[config.mk]
export PLATFORM = sky130hd
export DESIGN_NAME = analog_ladder_button_mode_selector_flat
export DESIGN_NICKNAME = d
export VERILOG_FILES = /design/src/design/albms_pkg.sv /design/src/design/albms_if.sv /design/src/design/albms_classify.sv /design/src/design/albms_core.sv /design/src/design/analog_ladder_button_mode_selector.sv /design/src/flat_wrapper.sv
export SDC_FILE = /design/constraint.sdc
export NUM_CORES = 1
export LEC_CHECK = 0
export ABC_AREA = 0
export ABC_CLOCK_PERIOD_IN_PS = 2400
export BUFFER_PORTS_ARGS = -buffer_cell sky130_fd_sc_hd__buf_4
export CORE_ASPECT_RATIO = 1.2
export CORE_MARGIN = 2
export CORE_UTILIZATION = 40
export DETAILED_ROUTE_END_ITERATION = 12
export PLACE_DENSITY = 0.56
export SLEW_MARGIN = 5
export SYNTH_ARGS = -nofsm -noshare
export SYNTH_HDL_FRONTEND = slang
export SYNTH_SLANG_ARGS = --single-unit
[constraint.sdc]
create_clock -name clk -period 2.4 [get_ports clk]
set_input_delay 0 -clock clk [delete_from_list [all_inputs] [get_ports clk]]
set_output_delay 0 -clock clk [all_outputs]
set_load 0.03 [all_outputs]
[src/design/albms_pkg.sv]
// albms_pkg: shared types and constants for the analog ladder button mode selector
// no dependencies; imported by the interfaces and every module of the block
`timescale 1ns / 1ps

package albms_pkg;

  // field widths
  localparam int unsigned LEVEL_W  = 10;
  localparam int unsigned BUTTON_W = 3;
  localparam int unsigned MODE_W   = 4;
  localparam int unsigned CFG_IDX_W  = 2;
  localparam int unsigned CFG_DATA_W = 4;

  typedef logic [LEVEL_W-1:0]  level_t;
  typedef logic [BUTTON_W-1:0] button_t;
  typedef logic [MODE_W-1:0]   mode_t;

  // button codes
  localparam button_t BTN_NONE = 3'd0;
  localparam button_t BTN_1    = 3'd1;
  localparam button_t BTN_2    = 3'd2;
  localparam button_t BTN_3    = 3'd3;
  localparam button_t BTN_4    = 3'd4;

  // configuration register indexes
  localparam logic [CFG_IDX_W-1:0] REG_DISPLAY_LIMIT = 2'd0;
  localparam logic [CFG_IDX_W-1:0] REG_FONT_LIMIT    = 2'd1;

  // reset values of the limits
  localparam mode_t DISPLAY_LIMIT_RST = 4'd2;
  localparam mode_t FONT_LIMIT_RST    = 4'd1;

  // ladder windows, bounds are exclusive except the button 1 ceiling
  localparam level_t LVL_B1_MAX = 10'd50;
  localparam level_t LVL_B2_LO  = 10'd290;
  localparam level_t LVL_B2_HI  = 10'd315;
  localparam level_t LVL_B3_LO  = 10'd186;
  localparam level_t LVL_B3_HI  = 10'd206;
  localparam level_t LVL_B4_LO  = 10'd86;
  localparam level_t LVL_B4_HI  = 10'd108;

  // one result request
  typedef struct packed {
    button_t accepted_button;
    mode_t   display_mode;
    mode_t   font_mode;
    logic    mode_changed;
  } result_t;

endpackage

[src/design/albms_if.sv]
// albms_if: valid/ready channel interfaces for level samples and results
// depends on albms_pkg
`timescale 1ns / 1ps

interface albms_sample_if;
  import albms_pkg::*;

  logic   valid;
  logic   ready;
  level_t button_level;

  modport source (output valid, output button_level, input ready);
  modport sink   (input valid, input button_level, output ready);
endinterface

interface albms_result_if;
  import albms_pkg::*;

  logic    valid;
  logic    ready;
  button_t accepted_button;
  mode_t   display_mode;
  mode_t   font_mode;
  logic    mode_changed;

  modport source (output valid, output accepted_button, output display_mode,
                  output font_mode, output mode_changed, input ready);
  modport sink   (input valid, input accepted_button, input display_mode,
                  input font_mode, input mode_changed, output ready);
endinterface

[src/design/albms_classify.sv]
// albms_classify: maps a ladder level onto a raw button code through fixed windows
// depends on albms_pkg
`timescale 1ns / 1ps

module albms_classify (
  input  albms_pkg::level_t  level,
  output albms_pkg::button_t raw_button
);
  import albms_pkg::*;

  // window decode, button 1 has priority
  always_comb begin
    if (level inside {[10'd0 : LVL_B1_MAX]}) begin
      raw_button = BTN_1;
    end else if (level inside {[LVL_B2_LO + 10'd1 : LVL_B2_HI - 10'd1]}) begin
      raw_button = BTN_2;
    end else if (level inside {[LVL_B3_LO + 10'd1 : LVL_B3_HI - 10'd1]}) begin
      raw_button = BTN_3;
    end else if (level inside {[LVL_B4_LO + 10'd1 : LVL_B4_HI - 10'd1]}) begin
      raw_button = BTN_4;
    end else begin
      raw_button = BTN_NONE;
    end
  end

endmodule

[src/design/albms_core.sv]
// albms_core: debounce counter, accepted button and mode registers, limit registers
// depends on albms_pkg
`timescale 1ns / 1ps

module albms_core #(
  parameter int unsigned DEBOUNCE_SAMPLES = 3
) (
  input  logic                                 clk,
  input  logic                                 rst,
  input  logic                                 cfg_write,
  input  logic [albms_pkg::CFG_IDX_W-1:0]      cfg_index,
  input  logic [albms_pkg::CFG_DATA_W-1:0]     cfg_data,
  input  logic                                 step,
  input  albms_pkg::button_t                   raw_button,
  output albms_pkg::result_t                   result_next
);
  import albms_pkg::*;

  localparam int unsigned CNT_W = $clog2(DEBOUNCE_SAMPLES + 1);
  localparam logic [CNT_W-1:0] CNT_DONE = CNT_W'(DEBOUNCE_SAMPLES);

  mode_t            display_limit;
  mode_t            font_limit;
  button_t          stable_button;
  button_t          stable_button_next;
  logic [CNT_W-1:0] debounce_count;
  logic [CNT_W-1:0] debounce_count_next;
  logic [CNT_W-1:0] count_inc;
  mode_t            display_mode;
  mode_t            display_mode_next;
  mode_t            font_mode;
  mode_t            font_mode_next;
  logic             commit;
  logic             press;
  logic             changed;

  // limit registers
  always_ff @(posedge clk) begin
    if (rst) begin
      display_limit <= DISPLAY_LIMIT_RST;
      font_limit    <= FONT_LIMIT_RST;
    end else if (cfg_write) begin
      if (cfg_index == REG_DISPLAY_LIMIT) begin
        display_limit <= mode_t'(cfg_data);
      end
      if (cfg_index == REG_FONT_LIMIT) begin
        font_limit <= mode_t'(cfg_data);
      end
    end
  end

  // debounce: commit once enough differing samples have been seen
  assign count_inc = debounce_count + CNT_W'(1);
  assign commit    = (raw_button != stable_button) && (count_inc >= CNT_DONE);
  assign press     = commit && (stable_button == BTN_NONE);

  always_comb begin
    if (raw_button == stable_button) begin
      debounce_count_next = '0;
    end else if (commit) begin
      debounce_count_next = '0;
    end else begin
      debounce_count_next = count_inc;
    end
    stable_button_next = commit ? raw_button : stable_button;
  end

  // mode stepping on a press edge out of the released state
  always_comb begin
    display_mode_next = display_mode;
    font_mode_next    = font_mode;
    changed           = 1'b0;
    if (press) begin
      case (raw_button)
        BTN_1: begin
          display_mode_next = (display_mode == '0) ? display_limit
                                                   : display_mode - mode_t'(1);
          changed = 1'b1;
        end
        BTN_2: begin
          display_mode_next = (display_mode >= display_limit) ? '0
                                                              : display_mode + mode_t'(1);
          changed = 1'b1;
        end
        BTN_3: begin
          font_mode_next = (font_mode == '0) ? font_limit : font_mode - mode_t'(1);
        end
        BTN_4: begin
          font_mode_next = (font_mode >= font_limit) ? '0 : font_mode + mode_t'(1);
        end
        default: begin
          changed = 1'b0;
        end
      endcase
    end
  end

  // state registers, advanced once per sample
  always_ff @(posedge clk) begin
    if (rst) begin
      stable_button  <= BTN_NONE;
      debounce_count <= '0;
      display_mode   <= '0;
      font_mode      <= '0;
    end else if (step) begin
      stable_button  <= stable_button_next;
      debounce_count <= debounce_count_next;
      display_mode   <= display_mode_next;
      font_mode      <= font_mode_next;
    end
  end

  // result of the sample being processed
  always_comb begin
    result_next.accepted_button = stable_button_next;
    result_next.display_mode    = display_mode_next;
    result_next.font_mode       = font_mode_next;
    result_next.mode_changed    = changed;
  end

endmodule

[src/design/analog_ladder_button_mode_selector.sv]
// analog_ladder_button_mode_selector: top level with input and result registers
// depends on albms_pkg, albms_if, albms_classify, albms_core
`timescale 1ns / 1ps
//
// Usage
// - samples: one filtered ladder level per request (button_level, 10 bits).
// - results: one request per sample, carrying the debounced button code,
//   the display and font modes after that sample and a mode_changed pulse.
// - cfg_write/cfg_index/cfg_data: index 0 writes the display mode limit,
//   index 1 the font mode limit, other indexes are ignored; write only
//   while no sample is in flight.
// Timing
// - a sample is held in the input register, then decoded, debounced and
//   stepped in one pass into the result register, from which its result
//   is taken.
// - one sample per cycle is sustained while results.ready stays high; the rate is set by the single
//   register-to-register decode and mode step path.
// Reset (rst, synchronous): both stages empty, no button accepted, modes
//   at zero, limits back to 2 (display) and 1 (font).
// Stall: while results.ready is low the result register holds; the input
//   register still takes one more sample if empty, after which samples.ready drops.
//
module analog_ladder_button_mode_selector #(
  parameter int unsigned DEBOUNCE_SAMPLES = 3
) (
  input  logic                              clk,
  input  logic                              rst,
  albms_sample_if.sink                      samples,
  albms_result_if.source                    results,
  input  logic                              cfg_write,
  input  logic [albms_pkg::CFG_IDX_W-1:0]   cfg_index,
  input  logic [albms_pkg::CFG_DATA_W-1:0]  cfg_data
);
  import albms_pkg::*;

  logic      in_valid;
  level_t    in_level;
  logic      out_valid;
  result_t   out_result;
  result_t   result_next;
  button_t   raw_button;
  logic      out_free;
  logic      step;

  // handshake: the result register frees up when empty or being taken
  assign out_free      = !out_valid || results.ready;
  assign step          = in_valid && out_free;
  assign samples.ready = !in_valid || out_free;

  // input register
  always_ff @(posedge clk) begin
    if (rst) begin
      in_valid <= 1'b0;
    end else if (samples.ready) begin
      in_valid <= samples.valid;
    end
  end

  always_ff @(posedge clk) begin
    if (samples.ready && samples.valid) begin
      in_level <= samples.button_level;
    end
  end

  albms_classify u_classify (
    .level      (in_level),
    .raw_button (raw_button)
  );

  albms_core #(
    .DEBOUNCE_SAMPLES (DEBOUNCE_SAMPLES)
  ) u_core (
    .clk         (clk),
    .rst         (rst),
    .cfg_write   (cfg_write),
    .cfg_index   (cfg_index),
    .cfg_data    (cfg_data),
    .step        (step),
    .raw_button  (raw_button),
    .result_next (result_next)
  );

  // result register
  always_ff @(posedge clk) begin
    if (rst) begin
      out_valid <= 1'b0;
    end else if (out_free) begin
      out_valid <= in_valid;
    end
  end

  always_ff @(posedge clk) begin
    if (step) begin
      out_result <= result_next;
    end
  end

  assign results.valid           = out_valid;
  assign results.accepted_button = out_result.accepted_button;
  assign results.display_mode    = out_result.display_mode;
  assign results.font_mode       = out_result.font_mode;
  assign results.mode_changed    = out_result.mode_changed;

endmodule
[src/flat_wrapper.sv]
// flat-port wrapper written by rule: the top's interface ports become plain ports
module analog_ladder_button_mode_selector_flat import albms_pkg::*;
#(
  parameter int unsigned DEBOUNCE_SAMPLES = 3
)
  (clk, rst, cfg_write, cfg_index, cfg_data, samples_valid, samples_button_level, samples_ready, results_valid, results_accepted_button, results_display_mode, results_font_mode, results_mode_changed, results_ready);
  albms_sample_if samples_i ();
  albms_result_if results_i ();
  input  logic clk;
  input  logic rst;
  input  logic cfg_write;
  input  logic [albms_pkg::CFG_IDX_W-1:0] cfg_index;
  input  logic [albms_pkg::CFG_DATA_W-1:0] cfg_data;
  input wire logic [$bits(samples_i.valid)-1:0] samples_valid;
  input wire logic [$bits(samples_i.button_level)-1:0] samples_button_level;
  output wire logic [$bits(samples_i.ready)-1:0] samples_ready;
  output wire logic [$bits(results_i.valid)-1:0] results_valid;
  output wire logic [$bits(results_i.accepted_button)-1:0] results_accepted_button;
  output wire logic [$bits(results_i.display_mode)-1:0] results_display_mode;
  output wire logic [$bits(results_i.font_mode)-1:0] results_font_mode;
  output wire logic [$bits(results_i.mode_changed)-1:0] results_mode_changed;
  input wire logic [$bits(results_i.ready)-1:0] results_ready;
  assign samples_i.valid = samples_valid;
  assign samples_i.button_level = samples_button_level;
  assign samples_ready = samples_i.ready;
  assign results_valid = results_i.valid;
  assign results_accepted_button = results_i.accepted_button;
  assign results_display_mode = results_i.display_mode;
  assign results_font_mode = results_i.font_mode;
  assign results_mode_changed = results_i.mode_changed;
  assign results_i.ready = results_ready;
  analog_ladder_button_mode_selector #(.DEBOUNCE_SAMPLES(DEBOUNCE_SAMPLES)) u_core (.clk(clk), .rst(rst), .samples(samples_i), .results(results_i), .cfg_write(cfg_write), .cfg_index(cfg_index), .cfg_data(cfg_data));
endmodule
==> results of run 1 <==
per-layer routing:
metal	up-vias	routed length, um
met1	979	2710
met4	0	59
met3	7	278
met5	-	0
met2	63	2470
li1	1092	-
cells by family (layout without fill, tap and decap cells):
kind of cell	Yosys count	in the layout	share of synthesized area
simple gates	85	85	0.170
xor+xnor	3	3	0.0102
flops	45	45	0.437
compound gates	84	84	0.233
fa+ha+maj	13	13	0.0634
buf+inv	30	87	0.0517
mux	8	8	0.0351
flip-flops by register name (all words and copies together), names as in the netlist:
signal and flops:
u_core.u_core.debounce_count 2, u_core.u_core.font_limit 4, u_core.u_core.display_limit 4, u_core.in_level 10, u_core.results.display_mode 4, u_core.in_valid 1
u_core.results.valid 1, u_core.results.font_mode 4, u_core.u_core.display_mode 4, u_core.results.mode_changed 1, u_core.u_core.stable_button 3, u_core.results.accepted_button 3
u_core.u_core.font_mode 4
what timing repair did:
action | in CTS | in global routing
gates resized for setup | 0 | 0
hold buffers | 15 | 0
endpoints found under the hold margin | 18 | 0
worst max path at each step:
| stage | endpoint | depth (start not counted) |
|---|---|---|
| final | u_core.results.display_mode[3] | 5 |
| after global routing | u_core.results.display_mode[3] | 5 |
| after CTS | u_core.results.display_mode[3] | 5 |
| after detailed placement | u_core.results.display_mode[3] | 5 |
| after global placement | u_core.results.display_mode[3] | 5 |
| after floorplan | u_core.results.display_mode[3] | 5 |
worst min-delay path: stages:
cell and delay [ps]:
sky130_fd_sc_hd__buf_4 80, sky130_fd_sc_hd__nor2b_1 60, sky130_fd_sc_hd__nor2_1 90, sky130_fd_sc_hd__nor2_1 40
cells in the final DEF (no fill, tap or decap), types with 13 or more instances in the layout:
cell	netlist	layout
sky130_fd_sc_hd__a21oi_1	23	23
sky130_fd_sc_hd__o21ai_0	19	19
sky130_fd_sc_hd__ha_1	13	13
sky130_fd_sc_hd__dfxtp_1	23	23
sky130_fd_sc_hd__nor2_1	33	33
sky130_fd_sc_hd__nand2_1	14	14
sky130_fd_sc_hd__inv_1	22	22
sky130_fd_sc_hd__dlygate4sd3_1	0	15
sky130_fd_sc_hd__edfxtp_1	22	22
sky130_fd_sc_hd__buf_4	1	42
layout make-up:
cell class | instances | area, sq um
clock buffers | 6 | 72.6
clock inverters | 2 | 33.8
fillers | 612 | 3130
inverters | 22 | 82.6
multi-input cells | 193 | 1310
flip-flops and latches | 45 | 1120
well taps | 85 | 106
repair buffers | 57 | 465
power by group through the flow:
stage	logic, mW	clock network [mW]	registers (mW)
after floorplan	0.0672	0	0.880
after global placement	0.141	0	0.867
after detailed placement	0.142	0	0.868
after CTS	0.161	0.579	0.850
after global routing	0.176	0.609	0.854
final	0.160	0.566	0.850
==> results_dict.tcl, run 1 <==
set metrics [dict create \
    detail_route.vias_per_cell 5.22 \
    post-synth-top-area-fraction 0.257 \
    clk-insertion-delay-late_ps 300 \
    period_share 0.900 \
    routedWlPerCell_um 13.5 \
    synthToLayoutAreaGrowth_pct 24.5 \
    min_delay_path_depth 4 \
    io_buffer_count 34 \
    share_seq_of_total_power 0.539 \
    hold-worst-slack_ps 6.20 \
    number_of_global_route_vias_before_repair 2043 \
    post-dp-hpwl_um 4110 \
    core_region_area_sq_mm 0.00633 \
    layout.core_utilization 0.505 \
    irDropWorstVdd_uv 356 \
    clock_pin_slew_reported_for_the_worst_setup_and_hold_paths_after_clock_tree_synthesis_ps 80 \
    grt_max_degree 27 \
    detailroute.via_count 2141 \
    synth-warning-count 0 \
    grt_overflow 0 \
    globalRouteMet3Util 0.0266 \
    critPathRequiredTime_ps 2460 \
    worstSetupStartpointType "register" \
    regToRegStartpoint "u_core.in_level[7]" \
    max-clock-path-buffers 2 \
    p_clk_frac 0.359 \
    synth.area.top_cells "sky130_fd_sc_hd__edfxtp_1, sky130_fd_sc_hd__dfxtp_1, sky130_fd_sc_hd__ha_1" \
    maxCapViolations 0 \
    post-synth-top-count-cell "sky130_fd_sc_hd__nor2_1" \
    chipWidth_um 77.1 \
    r2r_cells 5 \
    floorplan.rows 32 \
    synth_common_cells "sky130_fd_sc_hd__nor2_1, sky130_fd_sc_hd__a21oi_1, sky130_fd_sc_hd__dfxtp_1" \
    post-place-cells 387 \
    drc_violations_left 0 \
    met2_usage 0.272 \
    power.share.switching 0.229 \
    clkSinkCount 45 \
    finish.net_count 358 \
    ant_nets 0 \
    grt_pass1_wl_um 9460 \
    finalWeightedCongestion 0.794 \
    critical_path_slowest_stage_cell "sky130_fd_sc_hd__edfxtp_1" \
    fin_ws_ps 241 \
    relSlewSlack 0.441 \
    synth_async_sr_flop_share 0 \
    internal-power_mw 1.21 \
    timing.final.setup_violations 0 \
    fin_crit_ps 2160 \
    syn_inst 268 \
    power.share.combinational 0.101 \
    drt_wl_total_um 5520 \
    first_pass_iters 7 \
    syn_nets 302 \
    io_pins 35 \
    global_route.peak_usage_layer "met2" \
    fp.dieArea_sq_mm 0.00708 \
    worst_ep_arrival_time_ps 2210 \
    synth.cell_area_sq_mm 0.00257 \
    initial_utilization 0.406 \
    setup.worst_path.start "u_core.in_level[7]" \
    outcome "completed" \
    die-height_um 91.8 \
    critical_path.endpoint_type "register" \
    layout.cell_area.non_filler_sq_mm 0.00320 \
    timing.final.hold_violations 0 \
    power.total_mw 1.58 \
    timing.reg2reg.setup_slack_ps 240 \
    cp_num_buf_inv 0 \
    antenna_cells 0 \
    drive_above_1_share 0.191 \
    stdcell_count 410 \
    max_freq_mhz 463 \
    r2r-end "u_core.results.display_mode[3]" \
    fraction_of_the_yosys_area_taken_by_sequential_cells 0.437 \
    dpl_cell_area_sq_mm 0.00294 \
    cts-buffers-inserted 5 \
    main_flop_type_after_synthesis "sky130_fd_sc_hd__dfxtp_1" \
    first_iter_violations 132 \
    power.leakage_nw 1.20 \
    switchingPower_mw 0.361 \
    synth_edf_count 22 \
    critical_path.cell_chain "nor4b_2 > nand2_1 > or2_1 > a21oi_4 > mux2_4" \
    global_route.usage.met1 0.222 \
    hp-start "results_ready" \
    postSynthAreaPerCell_sq_um 9.58 \
    path_class "reg -> reg" \
    cts_tree "done" \
    hp-class "in -> reg" \
    worstMarginPinSlew_ps 837 \
    post_cts_setup_repair_buffer_count 0 \
    grt_antenna_before_repair 0 \
    rsz0062_at_grt "false" \
    timing.critical_path.max_delay_family "simple AND/OR/NAND/NOR gates" \
    netlist.top_cell.by_area "sky130_fd_sc_hd__edfxtp_1" \
    postSynthRegisterBits 45 \
    final.setup_skew_ps 7.08 \
    maxSlewViolCount 0 \
    cts_htree_levels 2 \
    crit_path_max_incr_delay_ps 480 \
    place_worst_setup_slack_ps 265 \
    grt_use_total 0.165 \
    min_delay_worst_endpoint "u_core.results.valid" \
    clock-root-buffer "sky130_fd_sc_hd__clkbuf_8" \
    pwr_density_cell_mw_per_mm2 493 \
    count_of_cell_types_in_the_netlist 58 \
    tns_ps 0 \
    critical_path.max_fanout 8 \
]
Note: power is estimated with default switching activity, not from simulation.
==> run 2: changes to the inputs <==
--- a/config.mk
+++ b/config.mk
@@ -9,7 +9,7 @@
 export ABC_CLOCK_PERIOD_IN_PS = 2400
 export BUFFER_PORTS_ARGS = -buffer_cell sky130_fd_sc_hd__buf_4
 export CORE_ASPECT_RATIO = 1.2
-export CORE_MARGIN = 2
+export CORE_MARGIN = 4
 export CORE_UTILIZATION = 40
 export DETAILED_ROUTE_END_ITERATION = 12
 export PLACE_DENSITY = 0.56
==> run 2 against run 1 <==
Effect of this change: maximum frequency down 2.2%; worst hold slack better by 58 ps; non-clock buffer count up 1; sequential share of layout area fell by 0.082 points; register-to-register slack got worse by 50 ps; global-route usage fell by 0.54 points; total power hardly changed; die area rose by 9.8%; flip-flop and latch count stayed put; wire length is 0.16% lower; critical path depth unchanged; clock skew fell by 0.79 ps.
==> results_dict.tcl, run 2 (same netlist as run 1, synthesis figures left out) <==
set metrics [dict create \
    relSlewSlack 0.434 \
    crit_path_max_incr_delay_ps 460 \
    clock_pin_slew_reported_for_the_worst_setup_and_hold_paths_after_clock_tree_synthesis_ps 80 \
    grt_use_total 0.159 \
    setup.worst_path.start "u_core.in_level[2]" \
    clk-insertion-delay-late_ps 290 \
    routedWlPerCell_um 13.5 \
    final_cell_mix "sky130_fd_sc_hd__buf_4, sky130_fd_sc_hd__nor2_1, sky130_fd_sc_hd__a21oi_1, sky130_fd_sc_hd__dfxtp_1" \
    r2r_cells 5 \
    grt_overflow 0 \
    critical_path.endpoint_type "register" \
    critical_path_slowest_stage_cell "sky130_fd_sc_hd__edfxtp_1" \
    outcome "completed" \
    grt_max_degree 27 \
    die-height_um 95.8 \
    core_region_area_sq_mm 0.00613 \
    hold-worst-slack_ps 64.7 \
    path_class "reg -> reg" \
    final_common_cell "sky130_fd_sc_hd__buf_4" \
    finish.net_count 359 \
    fin_ws_ps 193 \
    detailroute.via_count 2138 \
    final.setup_skew_ps 6.28 \
    end_of_the_critical_path "u_core.results.display_mode[3]" \
    io_buffer_count 34 \
    drt_wl_total_um 5510 \
    registers.top_by_ff_count "u_core.in_level" \
    detail_route.vias_per_cell 5.24 \
    grt_pass1_wl_um 9560 \
    cts_tree "done" \
    synthToLayoutAreaGrowth_pct 24.8 \
    maxSlewViolCount 0 \
    worst_ep_arrival_time_ps 2260 \
    cts-buffers-inserted 5 \
    io_pins 35 \
    regToRegStartpoint "u_core.in_level[2]" \
    cts_htree_levels 2 \
    max_freq_mhz 453 \
    pwr_density_cell_mw_per_mm2 492 \
    hp-class "in -> reg" \
    largest_register_ffs 10 \
    number_of_global_route_vias_before_repair 2062 \
    floorplan.rows 31 \
    fin_crit_ps 2210 \
    timing.reg2reg.setup_slack_ps 190 \
    finalWeightedCongestion 0.825 \
    maxCapViolations 0 \
    tns_ps 0 \
    antenna_cells 0 \
    clkSinkCount 45 \
    worstSetupStartpointType "register" \
    ant_nets 0 \
    initial_utilization 0.419 \
    first_pass_iters 4 \
    critPathRequiredTime_ps 2450 \
    critical_path.cell_chain "a211o_2 > o22ai_1 > or2_1 > a21oi_4 > mux2_4" \
    timing.final.hold_violations 0 \
    period_share 0.920 \
    first_iter_violations 71 \
    post-dp-hpwl_um 4130 \
    fp.dieArea_sq_mm 0.00777 \
    worstMarginPinSlew_ps 847 \
    drc_violations_left 0 \
    critical_path.max_fanout 8 \
    chipWidth_um 81.1 \
    r2r-end "u_core.results.display_mode[3]" \
    clock-root-buffer "sky130_fd_sc_hd__clkbuf_8" \
    rsz0062_at_grt "false" \
    drive_above_1_share 0.193 \
    place_worst_setup_slack_ps 217 \
    power.leakage_nw 1.21 \
    irDropWorstVdd_uv 290 \
    max-clock-path-buffers 2 \
    timing.final.setup_violations 0 \
    grt_antenna_before_repair 0 \
]
## run 2: changes by cell type in the layout (fill, tap and decap cells not counted), sizes merged
cell / before / now
dlygate4sd3: 15 / 16
## run 2: timing repair
action | 4_1_cts | 5_1_grt
resized for setup | 0 | 0
hold buffers | 16 | 0
endpoints found under the hold margin | 19 | 0
setup buffers | 0 | 0
## run 2: final cells by class
cell class	instances	area [sq um]
Clock inverter	2	35.0
Multi-Input combinational cell	193	1310
Fill cell	590	2930
Tap cell	82	103
Clock buffer	6	72.6
Timing Repair Buffer	58	475
Inverter	22	82.6
Sequential cell	45	1120
## run 2: power breakdown
group          internal [mW]  switching [mW]
registers              0.830          0.0205
clock network          0.309           0.254
logic                 0.0781          0.0828
total                   1.22           0.358
## run 2: critical path, delay by kind of cell (launching register included)
kind,cells,cell delay [ps]
DFF,1,460
muxes,1,320
and+or+nand+nor,1,390
AOI/OAI and AO/OA,3,790
## run 2: through the flow
step / instances / utilization / instance area (sq um) / total power, mW
finish: 408 / 0.523 / 3200 / 1.57
floorplan: 268 / - / 2570 / 0.947
CTS: 408 / 0.523 / 3200 / 1.59
global placement: 384 / 0.479 / 2940 / 1.01
global route: 408 / 0.523 / 3200 / 1.64
detailed placement: 384 / 0.479 / 2940 / 1.01
## run 2: metal layers
metal / track usage / routed length (um) / vias up
li1: - / - / 1095
met1: 0.205 / 2660 / 985
met2: 0.266 / 2530 / 52
met3: 0.0328 / 255 / 6
met4: 0.0507 / 68 / 0
met5: 0 / 0 / -
## run 2: worst min path at each step
stage	end	depth (start not counted)	start	slack [ps]
floorplan	u_core.in_level[0]	0	samples_button_level[0]	100
global placement	u_core.in_level[5]	1	samples_button_level[5]	180
detailed placement	u_core.in_level[2]	1	samples_button_level[2]	180
CTS	u_core.u_core.stable_button[2]	2	rst	60
global route	u_core.in_valid	2	rst	60
finish	u_core.u_core.stable_button[2]	2	rst	60
==> run 3: changes to the inputs <==
--- a/config.mk
+++ b/config.mk
@@ -13,7 +13,8 @@
 export CORE_UTILIZATION = 40
 export DETAILED_ROUTE_END_ITERATION = 12
 export PLACE_DENSITY = 0.56
-export SLEW_MARGIN = 5
+export SLEW_MARGIN = 10
 export SYNTH_ARGS = -nofsm -noshare
 export SYNTH_HDL_FRONTEND = slang
+export SYNTH_HIERARCHICAL = 1
 export SYNTH_SLANG_ARGS = --single-unit
==> run 3 against run 2 <==
Effect of this change: non-clock buffer count increased by 12; highest routed layer unchanged; largest cell class unchanged; die area decreased by 3.5%; clock skew decreased by 2.1 ps; cell count decreased by 2.9%; utilization increased by 3.7 points; register-to-register slack got worse by 160 ps; first-iteration DRC count unchanged.
==> results_dict.tcl, run 3 <==
set metrics [dict create \
    maxSlewViolCount 0 \
    post-synth-top-count-cell "sky130_fd_sc_hd__dfxtp_1" \
    final_cell_mix "sky130_fd_sc_hd__buf_4, sky130_fd_sc_hd__dfxtp_1, sky130_fd_sc_hd__edfxtp_1, sky130_fd_sc_hd__nor2_1, sky130_fd_sc_hd__dlygate4sd3_1" \
    r2r_cells 10 \
    r2r-end "u_core/results.display_mode[1]" \
    share_seq_of_total_power 0.525 \
    max_freq_mhz 423 \
    post-dp-hpwl_um 4060 \
    io_buffer_count 34 \
    period_share 0.984 \
    power.leakage_nw 1.41 \
    netlist.top_cell.by_area "sky130_fd_sc_hd__edfxtp_1" \
    postSynthRegisterBits 45 \
    detail_route.vias_per_cell 5.26 \
    pwr_density_cell_mw_per_mm2 479 \
    switchingPower_mw 0.377 \
    cts_tree "done" \
    chipWidth_um 79.7 \
    worstSetupStartpointType "register" \
    cts_htree_levels 2 \
    critical_path.max_fanout 5 \
    drive_above_1_share 0.318 \
    detailroute.via_count 2082 \
    io_pins 35 \
    path_class "reg -> reg" \
    rsz0062_at_grt "true" \
    worst_ep_arrival_time_ps 2530 \
    ant_nets 0 \
    first_iter_violations 71 \
    synth_top_family_by_area "simple AND/OR/NAND/NOR gates" \
    regToRegStartpoint "u_core/in_level[1]" \
    antenna_cells 0 \
    grt_pass1_wl_um 9250 \
    synth-compound-area-share 0.179 \
    final.setup_skew_ps 4.15 \
    finish.net_count 347 \
    maxCapViolations 0 \
    layout.cell_area.non_filler_sq_mm 0.00337 \
    max-clock-path-buffers 2 \
    synth.cell_area_sq_mm 0.00247 \
    registers.top_by_ff_count "u_core/in_level" \
    die-height_um 94.1 \
    grt_antenna_before_repair 0 \
    final_common_cell "sky130_fd_sc_hd__buf_4" \
    synth_edf_count 22 \
    critical_path.endpoint_type "register" \
    dpl_cell_area_sq_mm 0.00289 \
    power.share.combinational 0.115 \
    synth-warning-count 6 \
    clock_pin_slew_reported_for_the_worst_setup_and_hold_paths_after_clock_tree_synthesis_ps 90 \
    p_clk_frac 0.360 \
    routedWlPerCell_um 14.2 \
    timing.final.setup_violations 0 \
    synth_async_sr_flop_share 0 \
    timing.reg2reg.setup_slack_ps 40 \
    initial_utilization 0.411 \
    hp-class "in -> reg" \
    fp.dieArea_sq_mm 0.00750 \
    core_region_area_sq_mm 0.00601 \
    power.share.switching 0.234 \
    syn_nets 277 \
    drt_wl_total_um 5630 \
    yosys.area_share.xor_xnor 0.0213 \
    setup.worst_path.start "u_core/in_level[1]" \
    area_share_of_and_or_nand_nor_cells_after_synthesis 0.184 \
    grt_overflow 0 \
    fin_crit_ps 2360 \
    critPathRequiredTime_ps 2570 \
    timing.final.hold_violations 0 \
    share_of_cell_area_taken_by_muxes_after_synthesis 0.0547 \
    synth.area.top_cells "sky130_fd_sc_hd__edfxtp_1, sky130_fd_sc_hd__dfxtp_1, sky130_fd_sc_hd__ha_1" \
    internal-power_mw 1.23 \
    grt_max_degree 24 \
    drc_violations_left 0 \
    synthToLayoutAreaGrowth_pct 36.3 \
    clk-insertion-delay-late_ps 290 \
    relSlewSlack 0.635 \
    main_flop_type_after_synthesis "sky130_fd_sc_hd__dfxtp_1" \
    clkSinkCount 45 \
    number_of_global_route_vias_before_repair 1970 \
    first_pass_iters 4 \
    clock-root-buffer "sky130_fd_sc_hd__clkbuf_8" \
    largest_register_ffs 10 \
    grt_use_total 0.156 \
    irDropWorstVdd_uv 338 \
    worstMarginPinSlew_ps 547 \
    floorplan.rows 31 \
    fraction_of_the_yosys_area_taken_by_sequential_cells 0.454 \
    synth_common_cells "sky130_fd_sc_hd__dfxtp_1, sky130_fd_sc_hd__edfxtp_1, sky130_fd_sc_hd__nor2_1" \
    syn_inst 243 \
    end_of_the_critical_path "u_core/results.display_mode[1]" \
    outcome "completed" \
    postSynthAreaPerCell_sq_um 10.2 \
    cts-buffers-inserted 5 \
    layout.core_utilization 0.560 \
    post_synth_fa_ha_maj_area_fraction 0.0659 \
    count_of_cell_types_in_the_netlist 56 \
    post-synth-top-area-fraction 0.268 \
    finalWeightedCongestion 0.801 \
]
run 3: cell count changes after synthesis, moves of 3 or more:
cell                        previous run  this run
sky130_fd_sc_hd__nand3_1               3        10
sky130_fd_sc_hd__nor2_1               33        21
sky130_fd_sc_hd__mux2i_1               6         9
sky130_fd_sc_hd__nor3_1                8         5
sky130_fd_sc_hd__xor2_1                1         4
sky130_fd_sc_hd__o2bb2ai_1             5         1
sky130_fd_sc_hd__a21oi_1              23        13
sky130_fd_sc_hd__o21ai_0              19        11
sky130_fd_sc_hd__buf_2                 1         4
sky130_fd_sc_hd__a32oi_1               0         3
sky130_fd_sc_hd__o211ai_1              0         5
sky130_fd_sc_hd__mux2_2                0         4
sky130_fd_sc_hd__inv_1                22        15
run 3: power by group through the flow:
stage | combinational, mW | clock (mW) | sequential, mW
3_3_place_gp | 0.146 | 0 | 0.863
5_1_grt | 0.203 | 0.626 | 0.850
3_5_place_dp | 0.147 | 0 | 0.863
6_report | 0.186 | 0.580 | 0.846
4_1_cts | 0.169 | 0.599 | 0.846
2_1_floorplan | 0.0646 | 0 | 0.877
run 3: cells by family after synthesis:
kind of cell / Yosys count
AOI/OAI and AO/OA: 63
xor gates and xnor gates: 6
and+or+nand+nor: 80
buffers and inverters: 23
DFF: 45
muxes: 13
adders and majority gates: 13
run 3: layout make-up:
cell class                 count  area [sq um]
fill                         510          2650
multi-input combinational    175          1390
sequential                    45          1120
timing repair buffer          70           572
tap                           82           103
clock buffer                   5          68.8
inverter                      16          61.3
clock inverter                 3          46.3
run 3: worst max-delay path, cell delays in order, from the launching register on:
cell and delay, ps:
sky130_fd_sc_hd__edfxtp_1 400, sky130_fd_sc_hd__buf_4 160, sky130_fd_sc_hd__a31oi_2 160, sky130_fd_sc_hd__o22ai_2 100, sky130_fd_sc_hd__and4b_2 310, sky130_fd_sc_hd__buf_4 170
sky130_fd_sc_hd__a211o_1 260, sky130_fd_sc_hd__a211oi_4 280, sky130_fd_sc_hd__nand2_1 120, sky130_fd_sc_hd__a21oi_2 180, sky130_fd_sc_hd__a21o_1 100
run 3: repair_timing:
item,4_1_cts,5_1_grt
pin swaps,0,9
hold buffers,17,0
gates resized for setup,2,29
hold endpoints to repair,20,0
buffers inserted,0,5
setup endpoints to repair,5,16
run 3: metrics by stage:
step           power [mW]  setup slack (ps)  TNS (ps)  hold WS [ps]  std cells
2_1_floorplan       0.942              6.43         0          62.4        243
3_3_place_gp         1.01             -14.9     -15.6           179        366
3_5_place_dp         1.01             -14.7     -19.8           179        366
4_1_cts              1.61              1.37         0          40.8        391
5_1_grt              1.68              -102      -571          43.6        396
6_report             1.61              37.3         0          40.9        396
run 3: routing by layer:
layer / track usage / vias up / part of all wire
li1: - / 1034 / -
met1: 0.190 / 1014 / 0.42
met2: 0.281 / 30 / 0.54
met3: 0.0298 / 4 / 0.029
met4: 0.0344 / 0 / 0.0073
met5: 0 / - / 0
run 3: worst min-delay path by stage:
stage	startpoint	depth (start not counted)	slack, ps	endpoint
2_1_floorplan	rst	1	60	u_core/in_valid
3_5_place_dp	samples_button_level[0]	1	180	u_core/in_level[0]
6_report	rst	2	40	u_core/results.valid
3_3_place_gp	samples_button_level[9]	1	180	u_core/in_level[9]
5_1_grt	rst	2	40	u_core/results.valid
4_1_cts	rst	2	40	u_core/results.valid
